===== src/rtl/sfr_pkg.sv =====
package sfr_pkg;

  // parser phase
  typedef enum logic [1:0] {
    PH_WAIT_WAKE = 2'd0,
    PH_COMMAND   = 2'd1,
    PH_LENGTH    = 2'd2,
    PH_PAYLOAD   = 2'd3
  } sfr_phase_e;

  // decoded command
  typedef enum logic [1:0] {
    CMD_UPDATE = 2'd0,
    CMD_REPLY  = 2'd1,
    CMD_NONE   = 2'd3
  } sfr_cmd_e;

  // result event codes
  typedef enum logic [1:0] {
    EV_NONE     = 2'd0,
    EV_ACCEPT   = 2'd1,
    EV_REJECT   = 2'd2,
    EV_REPLY    = 2'd3
  } sfr_event_e;

  // configuration register indexes
  localparam int unsigned CfgIdxW = 2;
  localparam logic [CfgIdxW-1:0] CFG_WAKE   = 2'd0;
  localparam logic [CfgIdxW-1:0] CFG_UPDATE = 2'd1;
  localparam logic [CfgIdxW-1:0] CFG_REPLY  = 2'd2;

  localparam logic [7:0]  UPDATE_LEN  = 8'h06;
  localparam logic [7:0]  REPLY_LEN   = 8'h01;
  localparam logic [15:0] ANGLE_LIMIT = 16'd3600;
  localparam int unsigned PayloadDepth = 6;

  typedef struct packed {
    sfr_event_e         frame_event;
    logic signed [15:0] pos_x;
    logic signed [15:0] pos_y;
    logic [11:0]        heading;
    logic               position_valid;
    logic [7:0]         reply_flags;
  } sfr_result_t;

endpackage


===== src/rtl/sfr_if.sv =====
interface sfr_in_if;
  logic       valid;
  logic       ready;
  logic       func;
  logic [7:0] rx_byte;
  logic [7:0] clear_mask;

  modport source (output valid, func, rx_byte, clear_mask, input ready);
  modport sink (input valid, func, rx_byte, clear_mask, output ready);
endinterface

interface sfr_out_if;
  logic               valid;
  logic               ready;
  logic [1:0]         frame_event;
  logic signed [15:0] pos_x;
  logic signed [15:0] pos_y;
  logic [11:0]        heading;
  logic               position_valid;
  logic [7:0]         reply_flags;

  modport source (output valid, frame_event, pos_x, pos_y, heading, position_valid,
                  reply_flags, input ready);
  modport sink (input valid, frame_event, pos_x, pos_y, heading, position_valid,
                reply_flags, output ready);
endinterface

interface sfr_cfg_if;
  logic                          valid;
  logic                          ready;
  logic [sfr_pkg::CfgIdxW-1:0]   index;
  logic [7:0]                    data;

  modport source (output valid, index, data, input ready);
  modport sink (input valid, index, data, output ready);
endinterface


===== src/rtl/sensor_frame_receiver.sv =====
// output: a result goes to the output register, or to the skid stage on a stall
// throughput: one input beat per cycle while the skid stage is empty; an output
//   register plus a one-entry skid stage keep input ready high while one result waits downstream
// reset (rst_ni low, asynchronous): parser waits for a wake byte, held position,
//   heading, position flag, reply flags and code registers clear to zero
module sensor_frame_receiver (
  input  logic         clk_i,
  input  logic         rst_ni,
  sfr_cfg_if.sink      cfg_i,
  sfr_in_if.sink       in_i,
  sfr_out_if.source    out_o
);

  // ---------------------------------------------------------------------------
  // configuration registers, always ready
  // ---------------------------------------------------------------------------
  logic [7:0] wake_code_q, update_code_q, reply_code_q;

  assign cfg_i.ready = 1'b1;

  always_ff @(posedge clk_i or negedge rst_ni) begin
    if (!rst_ni) begin
      wake_code_q   <= '0;
      update_code_q <= '0;
      reply_code_q  <= '0;
    end else if (cfg_i.valid) begin
      unique case (cfg_i.index)
        sfr_pkg::CFG_WAKE:   wake_code_q   <= cfg_i.data;
        sfr_pkg::CFG_UPDATE: update_code_q <= cfg_i.data;
        sfr_pkg::CFG_REPLY:  reply_code_q  <= cfg_i.data;
        default: ;  // unused index, write is dropped
      endcase
    end
  end

  // ---------------------------------------------------------------------------
  // parser state
  // ---------------------------------------------------------------------------
  sfr_pkg::sfr_phase_e phase_q, phase_d;
  sfr_pkg::sfr_cmd_e   cmd_q, cmd_d;
  logic [2:0]          cnt_q, cnt_d;

  // payload bytes of the frame in progress, no reset needed
  logic [7:0] payload_q [sfr_pkg::PayloadDepth];
  logic       pay_we;

  // held results
  logic signed [15:0] held_x_q, held_x_d;
  logic signed [15:0] held_y_q, held_y_d;
  logic [11:0]        held_angle_q, held_angle_d;
  logic               valid_flag_q, valid_flag_d;
  logic [7:0]         ack_flags_q, ack_flags_d;

  sfr_pkg::sfr_event_e ev;
  logic                accept;
  logic [7:0]          rx_byte;
  logic [7:0]          frame_len;
  logic [2:0]          cnt_inc;
  logic [15:0]         angle_raw;

  assign accept    = in_i.valid && in_i.ready;
  assign rx_byte   = in_i.rx_byte;
  assign frame_len = (cmd_q == sfr_pkg::CMD_UPDATE) ? sfr_pkg::UPDATE_LEN
                                                    : sfr_pkg::REPLY_LEN;
  assign cnt_inc   = cnt_q + 3'd1;
  // angle is the last two bytes; the low one is the byte arriving now
  assign angle_raw = {payload_q[4], rx_byte};

  always_comb begin
    phase_d      = phase_q;
    cmd_d        = cmd_q;
    cnt_d        = cnt_q;
    held_x_d     = held_x_q;
    held_y_d     = held_y_q;
    held_angle_d = held_angle_q;
    valid_flag_d = valid_flag_q;
    ack_flags_d  = ack_flags_q;
    pay_we       = 1'b0;
    ev           = sfr_pkg::EV_NONE;

    if (in_i.func) begin
      // software clear of reply bits, parser untouched
      ack_flags_d = ack_flags_q & ~in_i.clear_mask;
    end else begin
      unique case (phase_q)
        sfr_pkg::PH_WAIT_WAKE: begin
          if (rx_byte == wake_code_q) begin
            cmd_d   = sfr_pkg::CMD_NONE;
            cnt_d   = '0;
            phase_d = sfr_pkg::PH_COMMAND;
          end
        end
        sfr_pkg::PH_COMMAND: begin
          // update code takes priority when both codes match
          priority if (rx_byte == update_code_q) begin
            cmd_d   = sfr_pkg::CMD_UPDATE;
            phase_d = sfr_pkg::PH_LENGTH;
          end else if (rx_byte == reply_code_q) begin
            cmd_d   = sfr_pkg::CMD_REPLY;
            phase_d = sfr_pkg::PH_LENGTH;
          end else begin
            cmd_d   = sfr_pkg::CMD_NONE;
            phase_d = sfr_pkg::PH_WAIT_WAKE;
          end
        end
        sfr_pkg::PH_LENGTH: begin
          if (cmd_q == sfr_pkg::CMD_NONE || rx_byte != frame_len) begin
            phase_d = sfr_pkg::PH_WAIT_WAKE;
          end else begin
            phase_d = sfr_pkg::PH_PAYLOAD;
          end
        end
        sfr_pkg::PH_PAYLOAD: begin
          if (cmd_q == sfr_pkg::CMD_NONE || cnt_q >= 3'd6) begin
            phase_d = sfr_pkg::PH_WAIT_WAKE;
          end else begin
            pay_we = 1'b1;
            cnt_d  = cnt_inc;
            if (cnt_inc >= frame_len[2:0]) begin
              phase_d = sfr_pkg::PH_WAIT_WAKE;
              if (cmd_q == sfr_pkg::CMD_UPDATE) begin
                if (angle_raw < sfr_pkg::ANGLE_LIMIT) begin
                  held_y_d     = {payload_q[0], payload_q[1]};
                  held_x_d     = {payload_q[2], payload_q[3]};
                  held_angle_d = angle_raw[11:0];
                  valid_flag_d = 1'b1;
                  ev           = sfr_pkg::EV_ACCEPT;
                end else begin
                  valid_flag_d = 1'b0;
                  ev           = sfr_pkg::EV_REJECT;
                end
              end else begin
                // reply byte is the current byte; out-of-range index sets nothing
                if (rx_byte < 8'd8) begin
                  ack_flags_d = ack_flags_q | (8'd1 << rx_byte[2:0]);
                end
                ev = sfr_pkg::EV_REPLY;
              end
            end
          end
        end
        default: phase_d = sfr_pkg::PH_WAIT_WAKE;
      endcase
    end
  end

  always_ff @(posedge clk_i or negedge rst_ni) begin
    if (!rst_ni) begin
      phase_q      <= sfr_pkg::PH_WAIT_WAKE;
      cmd_q        <= sfr_pkg::CMD_NONE;
      cnt_q        <= '0;
      held_x_q     <= '0;
      held_y_q     <= '0;
      held_angle_q <= '0;
      valid_flag_q <= 1'b0;
      ack_flags_q  <= '0;
    end else if (accept) begin
      phase_q      <= phase_d;
      cmd_q        <= cmd_d;
      cnt_q        <= cnt_d;
      held_x_q     <= held_x_d;
      held_y_q     <= held_y_d;
      held_angle_q <= held_angle_d;
      valid_flag_q <= valid_flag_d;
      ack_flags_q  <= ack_flags_d;
    end
  end

  always_ff @(posedge clk_i) begin
    if (accept && pay_we) begin
      payload_q[cnt_q] <= rx_byte;
    end
  end

  // ---------------------------------------------------------------------------
  // result snapshot: every field shows the state after the beat
  // ---------------------------------------------------------------------------
  sfr_pkg::sfr_result_t res;

  always_comb begin
    res.frame_event    = ev;
    res.pos_x          = held_x_d;
    res.pos_y          = held_y_d;
    res.heading        = held_angle_d;
    res.position_valid = valid_flag_d;
    res.reply_flags    = ack_flags_d;
  end

  // ---------------------------------------------------------------------------
  // output register with skid stage
  // ---------------------------------------------------------------------------
  sfr_pkg::sfr_result_t out_q, out_d, skid_q, skid_d;
  logic                 out_valid_q, out_valid_d;
  logic                 skid_valid_q, skid_valid_d;
  logic                 out_take;

  assign out_take   = out_valid_q && out_o.ready;
  assign in_i.ready = !skid_valid_q;

  always_comb begin
    out_d        = out_q;
    skid_d       = skid_q;
    out_valid_d  = out_valid_q;
    skid_valid_d = skid_valid_q;
    if (!out_valid_q || out_take) begin
      priority if (skid_valid_q) begin
        out_d        = skid_q;
        out_valid_d  = 1'b1;
        skid_valid_d = 1'b0;
      end else if (accept) begin
        out_d       = res;
        out_valid_d = 1'b1;
      end else begin
        out_valid_d = 1'b0;
      end
    end else if (accept) begin
      // downstream stalled, park the new result
      skid_d       = res;
      skid_valid_d = 1'b1;
    end
  end

  always_ff @(posedge clk_i or negedge rst_ni) begin
    if (!rst_ni) begin
      out_valid_q  <= 1'b0;
      skid_valid_q <= 1'b0;
    end else begin
      out_valid_q  <= out_valid_d;
      skid_valid_q <= skid_valid_d;
    end
  end

  always_ff @(posedge clk_i) begin
    out_q  <= out_d;
    skid_q <= skid_d;
  end

  assign out_o.valid          = out_valid_q;
  assign out_o.frame_event    = out_q.frame_event;
  assign out_o.pos_x          = out_q.pos_x;
  assign out_o.pos_y          = out_q.pos_y;
  assign out_o.heading        = out_q.heading;
  assign out_o.position_valid = out_q.position_valid;
  assign out_o.reply_flags    = out_q.reply_flags;

  // ---------------------------------------------------------------------------
  // assertions
  // ---------------------------------------------------------------------------
  // skid only fills behind a held output beat
  assert property (@(posedge clk_i) disable iff (!rst_ni)
    skid_valid_q |-> out_valid_q)
    else $error("skid stage holds a beat while output register is empty");

  // a clear beat leaves the parser where it was
  assert property (@(posedge clk_i) disable iff (!rst_ni)
    (accept && in_i.func) |=> ($stable(phase_q) && $stable(cnt_q)))
    else $error("clear beat moved the frame parser");

  // an accepted position always carries a valid in-range heading
  assert property (@(posedge clk_i) disable iff (!rst_ni)
    (out_valid_q && out_q.frame_event == sfr_pkg::EV_ACCEPT) |->
      (out_q.position_valid && ({4'd0, out_q.heading} < sfr_pkg::ANGLE_LIMIT)))
    else $error("accepted position with bad heading or flag");

  // held angle never leaves the legal range
  assert property (@(posedge clk_i) disable iff (!rst_ni)
    {4'd0, held_angle_q} < sfr_pkg::ANGLE_LIMIT)
    else $error("held heading out of range");

endmodule

===== src/flat_wrapper.sv =====
// flat-port wrapper written by rule: the top's interface ports become plain ports
module sensor_frame_receiver_flat 
  (clk_i, rst_ni, cfg_i_valid, cfg_i_index, cfg_i_data, cfg_i_ready, in_i_valid, in_i_func, in_i_rx_byte, in_i_clear_mask, in_i_ready, out_o_valid, out_o_frame_event, out_o_pos_x, out_o_pos_y, out_o_heading, out_o_position_valid, out_o_reply_flags, out_o_ready);
  sfr_cfg_if cfg_i_i ();
  sfr_in_if in_i_i ();
  sfr_out_if out_o_i ();
  input  logic clk_i;
  input  logic rst_ni;
  input wire logic [$bits(cfg_i_i.valid)-1:0] cfg_i_valid;
  input wire logic [$bits(cfg_i_i.index)-1:0] cfg_i_index;
  input wire logic [$bits(cfg_i_i.data)-1:0] cfg_i_data;
  output wire logic [$bits(cfg_i_i.ready)-1:0] cfg_i_ready;
  input wire logic [$bits(in_i_i.valid)-1:0] in_i_valid;
  input wire logic [$bits(in_i_i.func)-1:0] in_i_func;
  input wire logic [$bits(in_i_i.rx_byte)-1:0] in_i_rx_byte;
  input wire logic [$bits(in_i_i.clear_mask)-1:0] in_i_clear_mask;
  output wire logic [$bits(in_i_i.ready)-1:0] in_i_ready;
  output wire logic [$bits(out_o_i.valid)-1:0] out_o_valid;
  output wire logic [$bits(out_o_i.frame_event)-1:0] out_o_frame_event;
  output wire logic [$bits(out_o_i.pos_x)-1:0] out_o_pos_x;
  output wire logic [$bits(out_o_i.pos_y)-1:0] out_o_pos_y;
  output wire logic [$bits(out_o_i.heading)-1:0] out_o_heading;
  output wire logic [$bits(out_o_i.position_valid)-1:0] out_o_position_valid;
  output wire logic [$bits(out_o_i.reply_flags)-1:0] out_o_reply_flags;
  input wire logic [$bits(out_o_i.ready)-1:0] out_o_ready;
  assign cfg_i_i.valid = cfg_i_valid;
  assign cfg_i_i.index = cfg_i_index;
  assign cfg_i_i.data = cfg_i_data;
  assign cfg_i_ready = cfg_i_i.ready;
  assign in_i_i.valid = in_i_valid;
  assign in_i_i.func = in_i_func;
  assign in_i_i.rx_byte = in_i_rx_byte;
  assign in_i_i.clear_mask = in_i_clear_mask;
  assign in_i_ready = in_i_i.ready;
  assign out_o_valid = out_o_i.valid;
  assign out_o_frame_event = out_o_i.frame_event;
  assign out_o_pos_x = out_o_i.pos_x;
  assign out_o_pos_y = out_o_i.pos_y;
  assign out_o_heading = out_o_i.heading;
  assign out_o_position_valid = out_o_i.position_valid;
  assign out_o_reply_flags = out_o_i.reply_flags;
  assign out_o_i.ready = out_o_ready;
  sensor_frame_receiver u_core (.clk_i(clk_i), .rst_ni(rst_ni), .cfg_i(cfg_i_i), .in_i(in_i_i), .out_o(out_o_i));
endmodule

===== config.mk =====
export PLATFORM = sky130hd
export DESIGN_NAME = sensor_frame_receiver_flat
export DESIGN_NICKNAME = d
export VERILOG_FILES = /design/src/rtl/sfr_pkg.sv /design/src/rtl/sfr_if.sv /design/src/rtl/sensor_frame_receiver.sv /design/src/flat_wrapper.sv
export SDC_FILE = /design/constraint.sdc
export NUM_CORES = 1
export LEC_CHECK = 0
export ABC_AREA = 1
export BUFFER_PORTS_ARGS = -buffer_cell sky130_fd_sc_hd__buf_2
export CORE_MARGIN = 2
export CORE_UTILIZATION = 60
export CTS_BUF_LIST = sky130_fd_sc_hd__clkbuf_8
export DETAILED_ROUTE_END_ITERATION = 12
export GPL_TIMING_DRIVEN = 0
export PLACE_DENSITY = 0.86
export SYNTH_ARGS = -nofsm -noshare
export SYNTH_HDL_FRONTEND = slang
export SYNTH_SLANG_ARGS = --single-unit

===== constraint.sdc =====
create_clock -name clk_i -period 7.4 [get_ports clk_i]
set_input_delay 0.74 -clock clk_i [delete_from_list [all_inputs] [get_ports clk_i]]
set_output_delay 0.74 -clock clk_i [all_outputs]
set_load 0.05 [all_outputs]

== Yosys cells after proc, flatten, opt, wreduce, memory -nomap -nowiden ==
Memories as Yosys holds them, arrays and structs flattened.
Cells that the tools add are included.

* Input port bits: 32
* Bits in writable memories: 48
* Output and inout port bits: 58
* Bits in registers: 196
* Word-level logic and storage cells: 135
* Memories kept: 1

{| class="wikitable"
|+ Memories
! memory !! words !! width !! rd ports !! clocked after memory_dff !! write ports !! RTL line !! source
|-
| u_core.payload_q || 6 || 8 || 5 || 0 || 1 || sensor_frame_receiver.sv:44 || <nowiki>logic [7:0] payload_q [sfr_pkg::PayloadDepth];</nowiki>
|}

* Reduce and logical (&&, ||, !) cells: 23
* Add/subtract/negate cells: 1
* Eq/ne operators: 13
* Order comparisons: 4
* Shift operators: 1
* Muxes and demuxes: 62
* Bitwise gates (word level): 5

{| class="wikitable"
|+ Operator list
! kind !! count
|-
| 16-bit two-way mux || 12
|-
| 55-bit two-way mux || 2
|-
| 12-bit two-way mux || 6
|-
| 8-bit two-way mux || 6
|-
| 2-bit two-way mux || 15
|-
| 8-bit == test || 3
|-
| 16-bit by 12-bit < comparator with 1-bit output, second input constant || 1
|-
| 1-bit two-way mux || 15
|-
| 2-bit AND reduction || 5
|-
| 3-bit two-way mux || 3
|-
| 8-bit AND || 1
|-
| 2-bit == test, second input constant || 4
|-
| 8-bit by 4-bit < comparator with 1-bit output, second input constant || 1
|-
| 8-bit != test || 1
|-
| 8-bit inverter || 1
|-
| 8-bit OR || 1
|-
| 2-bit one-hot mux with 4 select lines || 1
|-
| 4-bit AND reduction || 2
|-
| 2-bit nonzero test || 4
|-
| 1-bit by 3-bit << shifter with 8-bit output, first input constant || 1
|-
| 2-bit logical NOT || 3
|-
| 3-bit one-hot mux with 2 select lines || 1
|-
| 5-bit AND reduction || 1
|-
| 2-bit by 1-bit == test with 1-bit output, second input constant || 2
|-
| 11 further kinds || 17
|}

== Longest topological paths before layout ==
Gate-level depths: netlist of the first run.

* Depth in word-level cells: 10
* Gate-level depth with buffers: 16
* Depth with buffers taken out: 15

== Least setup slack after synthesis of the first run ==
OpenSTA, ideal clock, no wires.

* Path type: input to register
* From: in in_i_valid
* To: reg u_core.skid_q[0] (netlist bit) (enable)
* Cell stages on the path: 4
* Data required time: 6932 ps
* Library setup time: 468 ps
* Arrival time: 3541 ps
* Slack: 3391 ps
* Cells stage by stage: nand2_1 -> clkbuf_1 -> clkbuf_1 -> nor2_1

* Longest elaborated chain between the ends: 2

{| class="wikitable"
|+ RTL lines
! element !! RTL line !! source
|-
| start: declaration || flat_wrapper.sv:13 || <nowiki>input wire logic [$bits(in_i_i.valid)-1:0] in_i_valid;</nowiki>
|-
| 1-bit logical AND || sensor_frame_receiver.sv:61 || <nowiki>assign accept = in_i.valid && in_i.ready;</nowiki>
|-
| 2-bit AND reduction (no line) || - ||
|-
| end signal: assignment || sensor_frame_receiver.sv:235 || <nowiki>skid_q <= skid_d;</nowiki>
|-
| end: declaration || sensor_frame_receiver.sv:192 || <nowiki>sfr_pkg::sfr_result_t out_q, out_d, skid_q, skid_d;</nowiki>
|}

Every way passes these cells.
A chain may end at the register's enable or synchronous reset.

== Worst setup path after layout of the first run ==
* From: reg u_core.skid_valid_q
* To: mem u_core.payload_q[4][5] (enable)

* Longest elaborated chain between the ends: 5

{| class="wikitable"
|+ RTL lines
! element !! RTL line !! source
|-
| start: declaration || sensor_frame_receiver.sv:194 || <nowiki>logic skid_valid_q, skid_valid_d;</nowiki>
|-
| start signal: assignment || sensor_frame_receiver.sv:229 || <nowiki>skid_valid_q <= skid_valid_d;</nowiki>
|-
| 1-bit logical NOT || sensor_frame_receiver.sv:198 || <nowiki>assign in_i.ready = !skid_valid_q;</nowiki>
|-
| 1-bit logical AND || sensor_frame_receiver.sv:61 ||
|-
| 1-bit logical AND || sensor_frame_receiver.sv:170 || <nowiki>if (accept && pay_we) begin</nowiki>
|-
| 1-bit two-way mux || sensor_frame_receiver.sv:170 ||
|-
| 1-bit two-way mux (implied by the code) || sensor_frame_receiver.sv:171 || <nowiki>payload_q[cnt_q] <= rx_byte;</nowiki>
|-
| end: declaration || sensor_frame_receiver.sv:44 ||
|}

Every way passes these cells.

==> impl_metrics.py, run 1 <==
metrics = {
    "route": {
        "routed-via-count": 7593,
        "dr.pass1.iters": 6,
        "ant_nets": 0,
        "wl_um": 22000,
        "wl_per_cell_um": 15.6,
        "drc": 0,
        "via_per_inst": 5.39,
        "drt-initial-drc-count": 655,
    },
    "worst_setup_path": {
        "cp.required_ns": 7.52,
        "critPathArrivalTime_ns": 2.95,
        "crit_path_max_fanout": 10,
        "end_kind": "flop",
        "endpoint": "u_core.payload_q[4][5]",
        "crit_start": "u_core.skid_valid_q",
        "r2r_setup_slack_ns": 4.57,
        "r2r_cells": 6,
        "r2r_end": "u_core.payload_q[4][5]",
        "crit_type": "flop to flop",
        "worst_setup_path_start_kind": "flop",
        "r2r-start": "u_core.skid_valid_q",
    },
    "global_route": {
        "antenna_found_initial": 0,
        "grt_overflow": 0,
        "grtUsageTotal_pct": 24.9,
        "grt_pass1_vias": 7141,
        "grt_first_pass_wirelength_um": 35100,
        "grt_max_degree": 45,
    },
    "floorplan": {
        "pin_count": 90,
        "coreArea_um2": 16600,
        "die_area_um2": 18200,
        "die_y_um": 135,
        "initial_core_util_pct": 61.7,
        "placementRows": 47,
        "chipWidth_um": 135,
    },
    "clocking": {
        "cts_made_buffers": 36,
        "tritoncts": "built",
        "hold_buffers": 0,
        "ctsLongestPathBuffers": 3,
        "clock_latency_ns": 0.54,
        "numClockSinks": 236,
        "cts_root_buf": "clkbuf_8",
        "cts_max_level": 2,
        "postCtsSetupBuffers": 0,
        "cts.repair.resized": 0,
        "clk_pin_slew_worst_paths_ns": 0.07,
    },
    "synthesis": {
        "yosys_warnings": 0,
        "yosys_most_used_dff": "edfxtp_1",
        "yosysSeqAreaShare_pct": 64.8,
        "synth_nets": 1069,
        "avgSynthCellArea_um2": 9.93,
        "yosysUniqueCellTypes": 37,
        "synth-seq-cells": 236,
        "syn_inst": 1034,
        "synth_enable_flop_cells": 150,
        "ys_async_sr_fraction_pct": 36.4,
        "syn-cell-area_um2": 10300,
    },
    "layout": {
        "final_cell_mix": "500 x nand2_1, 150 x edfxtp_1, 92 x buf_2",
        "n_antenna_cell": 0,
        "fin_cells": 1409,
        "regArea_um2": 6660,
        "layout_commonest_cell": "nand2_1",
        "final_area_um2": 11700,
        "finish.utilization_pct": 70.3,
        "num-fill-cells": 1194,
        "layout-drive-gt1-share_pct": 19.3,
        "finalNetCount": 1198,
        "multi_input_area_um2": 3200,
        "area_growth_pct": 13.9,
    },
    "place": {
        "pre_cts_ws_ns": 4.24,
        "io_buffers": 88,
        "post_dp_cell_area_um2": 11100,
        "placed_cells": 1345,
        "post-dp-hpwl_um": 15100,
        "gp_congestion": 0.861,
    },
    "sta": {
        "fmax_ghz": 0.354,
        "drv_slew": 0,
        "relSlewSlack_pct": 20.7,
        "post-route-period-util_pct": 38.2,
        "finalSetupViolCount": 0,
        "skew_ns": 0.0342,
        "min_period_ns": 2.83,
        "tightestPinTransition_ns": 1.18,
        "hold_viol": 0,
        "hold_ws_ns": 0.217,
        "setup_slack_ns": 4.57,
        "rsz0062_at_grt": "false",
        "fin_tns_setup_ns": 0,
    },
    "run_status": {
        "outcome": "finished clean",
    },
    "power": {
        "ir_drop_mv": 0.154,
        "leakage_nw": 5.50,
        "total_power_mw": 2.84,
        "p_per_area_nw_per_um2": 243,
    },
    "flow_run": {
        "cap_violations": 0,
    },
    "worst_hold_path": {
        "min_path_type": "input pin to asynchronous set/reset pin",
    },
}
==> sequential cells by signal, indices dropped and copies added (netlist names), 12 cells and up <==
signal,flops
u_core.skid_q,55
u_core.held_angle_q,12
u_core.out_o.pos_y,16
u_core.held_y_q,16
u_core.out_o.pos_x,16
u_core.held_x_q,16
u_core.payload_q,40
u_core.out_o.heading,12
==> how the worst min path moves through the flow <==
stage | start | end | slack [ns] | cells past startpoint
2_1_floorplan | rst_ni | u_core.ack_flags_q[0] | 0.44 | 0
3_3_place_gp | u_core.held_angle_q[2] | u_core.held_angle_q[2] | 0.45 | 2
3_5_place_dp | u_core.held_x_q[10] | u_core.held_x_q[10] | 0.46 | 2
4_1_cts | rst_ni | u_core.wake_code_q[3] | 0.22 | 1
5_1_grt | rst_ni | u_core.wake_code_q[3] | 0.25 | 1
6_report | rst_ni | u_core.wake_code_q[3] | 0.22 | 1
==> layout make-up <==
type / instances / area share (%)
Clock buffer: 38 / 4.47
Tap cell: 220 / 2.35
Timing Repair Buffer: 91 / 4.36
Inverter: 43 / 1.39
Clock inverter: 26 / 0.866
Multi-Input combinational cell: 707 / 27.4
Sequential cell: 236 / 56.9
Buffer: 48 / 2.26
==> per-layer routing <==
layer,track usage [%],vias to the layer above,wire length (um)
met5,0,-,0
met4,10.3,0,720
met3,5.44,68,1770
met2,40.4,340,10700
met1,33.0,3589,8860
li1,-,3596,-
==> critical path: stages, from the launching register on <==
cell and delay, ns:
dfrtp_1 0.40, inv_1 0.13, nand2_1 0.08, clkbuf_1 0.33
inv_2 0.33, nand3_1 0.20, nor3_1 0.94
==> cells by family (layout without fill, tap and decap cells) <==
logic type | Yosys count | count (layout) | share of synthesized area [%]
AND/OR/NAND/NOR | 601 | 601 | 23.9
flip-flops | 236 | 236 | 64.8
buffers and inverters | 91 | 246 | 4.15
AO/OA/AOI/OAI | 85 | 85 | 5.25
XOR/XNOR | 17 | 17 | 1.45
adder cells (fa/ha/maj) | 3 | 3 | 0.366
other | 1 | 1 | 0.0365
==> power breakdown <==
part / internal, mW / switching, mW
Sequential: 1.48 / 0.0372
Clock: 0.473 / 0.478
Combinational: 0.0927 / 0.279
Total: 2.04 / 0.794
==> synth_stat cells (4+ instances only) <==
master | instances | area share, %
nand3_1 | 16 | 0.78
clkbuf_1 | 25 | 0.91
inv_1 | 39 | 1.4
nand4_1 | 4 | 0.24
nor3_1 | 4 | 0.19
xnor2_1 | 16 | 1.4
buf_6 | 9 | 0.99
buf_1 | 5 | 0.18
nand2_2 | 34 | 2.1
dfrtp_1 | 84 | 20
nor2_1 | 31 | 1.1
o21ai_0 | 52 | 2.5
buf_2 | 5 | 0.24
nand2_1 | 500 | 18
edfxtp_1 | 150 | 44
o21ai_2 | 30 | 2.6
Note: power is estimated with default switching activity, not from simulation.
==> inputs of run 2 (changes only) <==
--- a/config.mk
+++ b/config.mk
@@ -8,11 +8,11 @@
 export ABC_AREA = 1
 export BUFFER_PORTS_ARGS = -buffer_cell sky130_fd_sc_hd__buf_2
 export CORE_MARGIN = 2
-export CORE_UTILIZATION = 60
+export CORE_UTILIZATION = 56
 export CTS_BUF_LIST = sky130_fd_sc_hd__clkbuf_8
 export DETAILED_ROUTE_END_ITERATION = 12
 export GPL_TIMING_DRIVEN = 0
-export PLACE_DENSITY = 0.86
+export PLACE_DENSITY = 0.85
 export SYNTH_ARGS = -nofsm -noshare
 export SYNTH_HDL_FRONTEND = slang
 export SYNTH_SLANG_ARGS = --single-unit
==> constraint.sdc (replaced) <==
create_clock -name clk_i -period 2.45 [get_ports clk_i]
set_input_delay 0.245 -clock clk_i [delete_from_list [all_inputs] [get_ports clk_i]]
set_output_delay 0.245 -clock clk_i [all_outputs]
set_load 0.05 [all_outputs]
==> run 2 against run 1 <==
  * Core utilization is 3.5 points lower
  * Count of clock-buffer cells in the layout is 9 higher
  * Final area is 2.6% higher
  * Global-route usage is 1.5 points lower
  * Clock skew is 0.0029 ns lower
  * Maximum frequency is 19% higher
  * Via count is 0.29% lower
  * Setup slack worse by 4.5 ns
  * Critical path depth is 8 higher
==> impl_metrics.py, run 2 (synthesized netlist as in run 1, its figures left out) <==
metrics = {
    "run_status": {
        "outcome": "finished clean",
    },
    "layout": {
        "final_cell_mix": "500 x nand2_1, 150 x edfxtp_1, 92 x buf_2",
        "layout-drive-gt1-share_pct": 21.4,
        "top_register": "u_core.skid_q",
        "largest_register_ffs": 55,
        "n_antenna_cell": 0,
        "area_growth_pct": 16.9,
        "fin_cells": 1432,
        "finalNetCount": 1209,
        "top_regs": "u_core.skid_q x55, u_core.payload_q x40",
        "layout_commonest_cell": "nand2_1",
        "num-fill-cells": 1305,
    },
    "power": {
        "leakage_nw": 5.60,
        "p_per_area_nw_per_um2": 752,
        "ir_drop_mv": 0.429,
    },
    "sta": {
        "finalSetupViolCount": 0,
        "skew_ns": 0.0313,
        "tightestPinTransition_ns": 0.828,
        "post-route-period-util_pct": 96.6,
        "setup_slack_ns": 0.0825,
        "min_period_ns": 2.37,
        "fmax_ghz": 0.422,
        "relSlewSlack_pct": 44.8,
        "drv_slew": 0,
        "hold_viol": 0,
        "hold_ws_ns": 0.00693,
    },
    "worst_setup_path": {
        "path_delay_family": "simple AND/OR/NAND/NOR gates",
        "worst_setup_path_start_kind": "flop",
        "critPathArrivalTime_ns": 2.79,
        "crit_path_max_fanout": 10,
        "slowest_stage": "dfstp_2",
        "worst-path-buf-inv": 4,
        "end_kind": "flop",
        "crit_type": "flop to flop",
        "cp.required_ns": 2.88,
        "crit_chain": "inv_2 > nand2_4 > ha_1 > inv_1 > nand2_1 > o21ai_1 > nand2_4 > nand2_4 > buf_6 > buf_6 > o21ai_2 > nand2_2 > nand2_1 > nand2_1",
        "critPathMaxStageDelay_ns": 0.57,
    },
    "place": {
        "gp_congestion": 0.915,
        "post-dp-hpwl_um": 15400,
        "io_buffers": 88,
        "pre_cts_ws_ns": -0.408,
        "placed_cells": 1354,
    },
    "clocking": {
        "clock_latency_ns": 0.55,
        "numClockSinks": 236,
        "tritoncts": "built",
        "cts_made_buffers": 37,
        "cts_max_level": 2,
        "ctsLongestPathBuffers": 3,
        "clk_pin_slew_worst_paths_ns": 0.07,
        "cts_root_buf": "clkbuf_8",
    },
    "route": {
        "wl_um": 22600,
        "wl_per_cell_um": 15.8,
        "ant_nets": 0,
        "dr.pass1.iters": 5,
        "via_per_inst": 5.29,
        "drt-initial-drc-count": 844,
        "routed-via-count": 7571,
        "drc": 0,
    },
    "floorplan": {
        "chipWidth_um": 139,
        "placementRows": 49,
        "coreArea_um2": 18000,
        "die_y_um": 139,
        "die_area_um2": 19400,
        "pin_count": 90,
        "initial_core_util_pct": 57.2,
    },
    "global_route": {
        "grt_busiest_layer": "met2",
        "grt_use_met3_pct": 4.65,
        "grt_pass1_vias": 7317,
        "grt_max_degree": 53,
        "grtUsageTotal_pct": 23.4,
        "grt_overflow": 0,
        "met2_usage_pct": 38.9,
        "antenna_found_initial": 0,
        "grt_first_pass_wirelength_um": 36400,
        "use_met1_pct": 30.5,
    },
    "worst_hold_path": {
        "min_path_type": "input pin to flop",
    },
    "flow_run": {
        "cap_violations": 0,
    },
}
[run 2: worst reg2reg max path, cell delays in order (launching register included)]
cell and delay [ns]:
dfstp_2 0.57, inv_2 0.06, nand2_4 0.09, ha_1 0.25
inv_1 0.06, nand2_1 0.07, o21ai_1 0.21, nand2_4 0.12
nand2_4 0.12, buf_6 0.16, buf_6 0.18, o21ai_2 0.08
nand2_2 0.14, nand2_1 0.08, nand2_1 0.07
[run 2: worst paths after layout]
check | from | end | slack, ns | depth (start not counted)
min in group asynchronous | rst_ni | u_core.update_code_q[1] | 0.22 | 2
worst min register to register | u_core.held_angle_q[3] | u_core.held_angle_q[3] | 0.48 | 2
worst min-delay path | cfg_i_data[3] | u_core.wake_code_q[3] | 0.007 | 3
worst max-delay path | u_core.cmd_q[1] | u_core.out_o.pos_y[14] | 0.08 | 14
max in group asynchronous | rst_ni | u_core.held_y_q[5] | 1.59 | 3
worst max register to register | u_core.cmd_q[1] | u_core.out_o.pos_y[14] | 0.08 | 14
[run 2: what timing repair did]
item | CTS | global route
hold buffers | 3 | 0
buffers inserted | 1 | 6
endpoints found under the setup margin | 107 | 87
hold endpoints to repair | 39 | 0
resized for setup | 3 | 12
pin swaps | 1 | 4
[run 2: final cells by class]
type                       count  area [um^2]  area share, %
sequential                   236         6660           55.5
clock inverter                21         96.3          0.803
multi-input combinational    707         3260           27.2
timing repair buffer         101          618           5.15
clock buffer                  47          647           5.39
tap                          229          287           2.39
inverter                      43          163           1.36
buffer                        48          265           2.21
[run 2: per-layer routing]
| metal | vias up | routed length, um | share of wire [%] |
|---|---|---|---|
| li1 | 3627 | - | - |
| met1 | 3565 | 9170 | 41 |
| met2 | 309 | 11000 | 49 |
| met3 | 70 | 1610 | 7.1 |
| met4 | 0 | 787 | 3.5 |
| met5 | - | 0 | 0 |
[run 2: per-stage QoR]
| step | total power [mW] | util, % | instance area (um^2) | setup TNS, ns |
|---|---|---|---|---|
| after floorplan | 5.43 | - | 10300 | 0 |
| after global placement | 5.71 | 61.3 | 11000 | -59.12 |
| after detailed placement | 5.77 | 61.7 | 11100 | -14.64 |
| after CTS | 9.01 | 66.2 | 11900 | -3.37 |
| after global routing | 9.36 | 66.8 | 12000 | -0.0291 |
| final | 9.02 | 66.8 | 12000 | 0 |
[run 2: power by group]
group	internal, mW	switching (mW)	leakage [nW]
sequential	4.46	0.104	2.58
clock	1.74	1.54	0.420
combinational	0.316	0.868	2.59
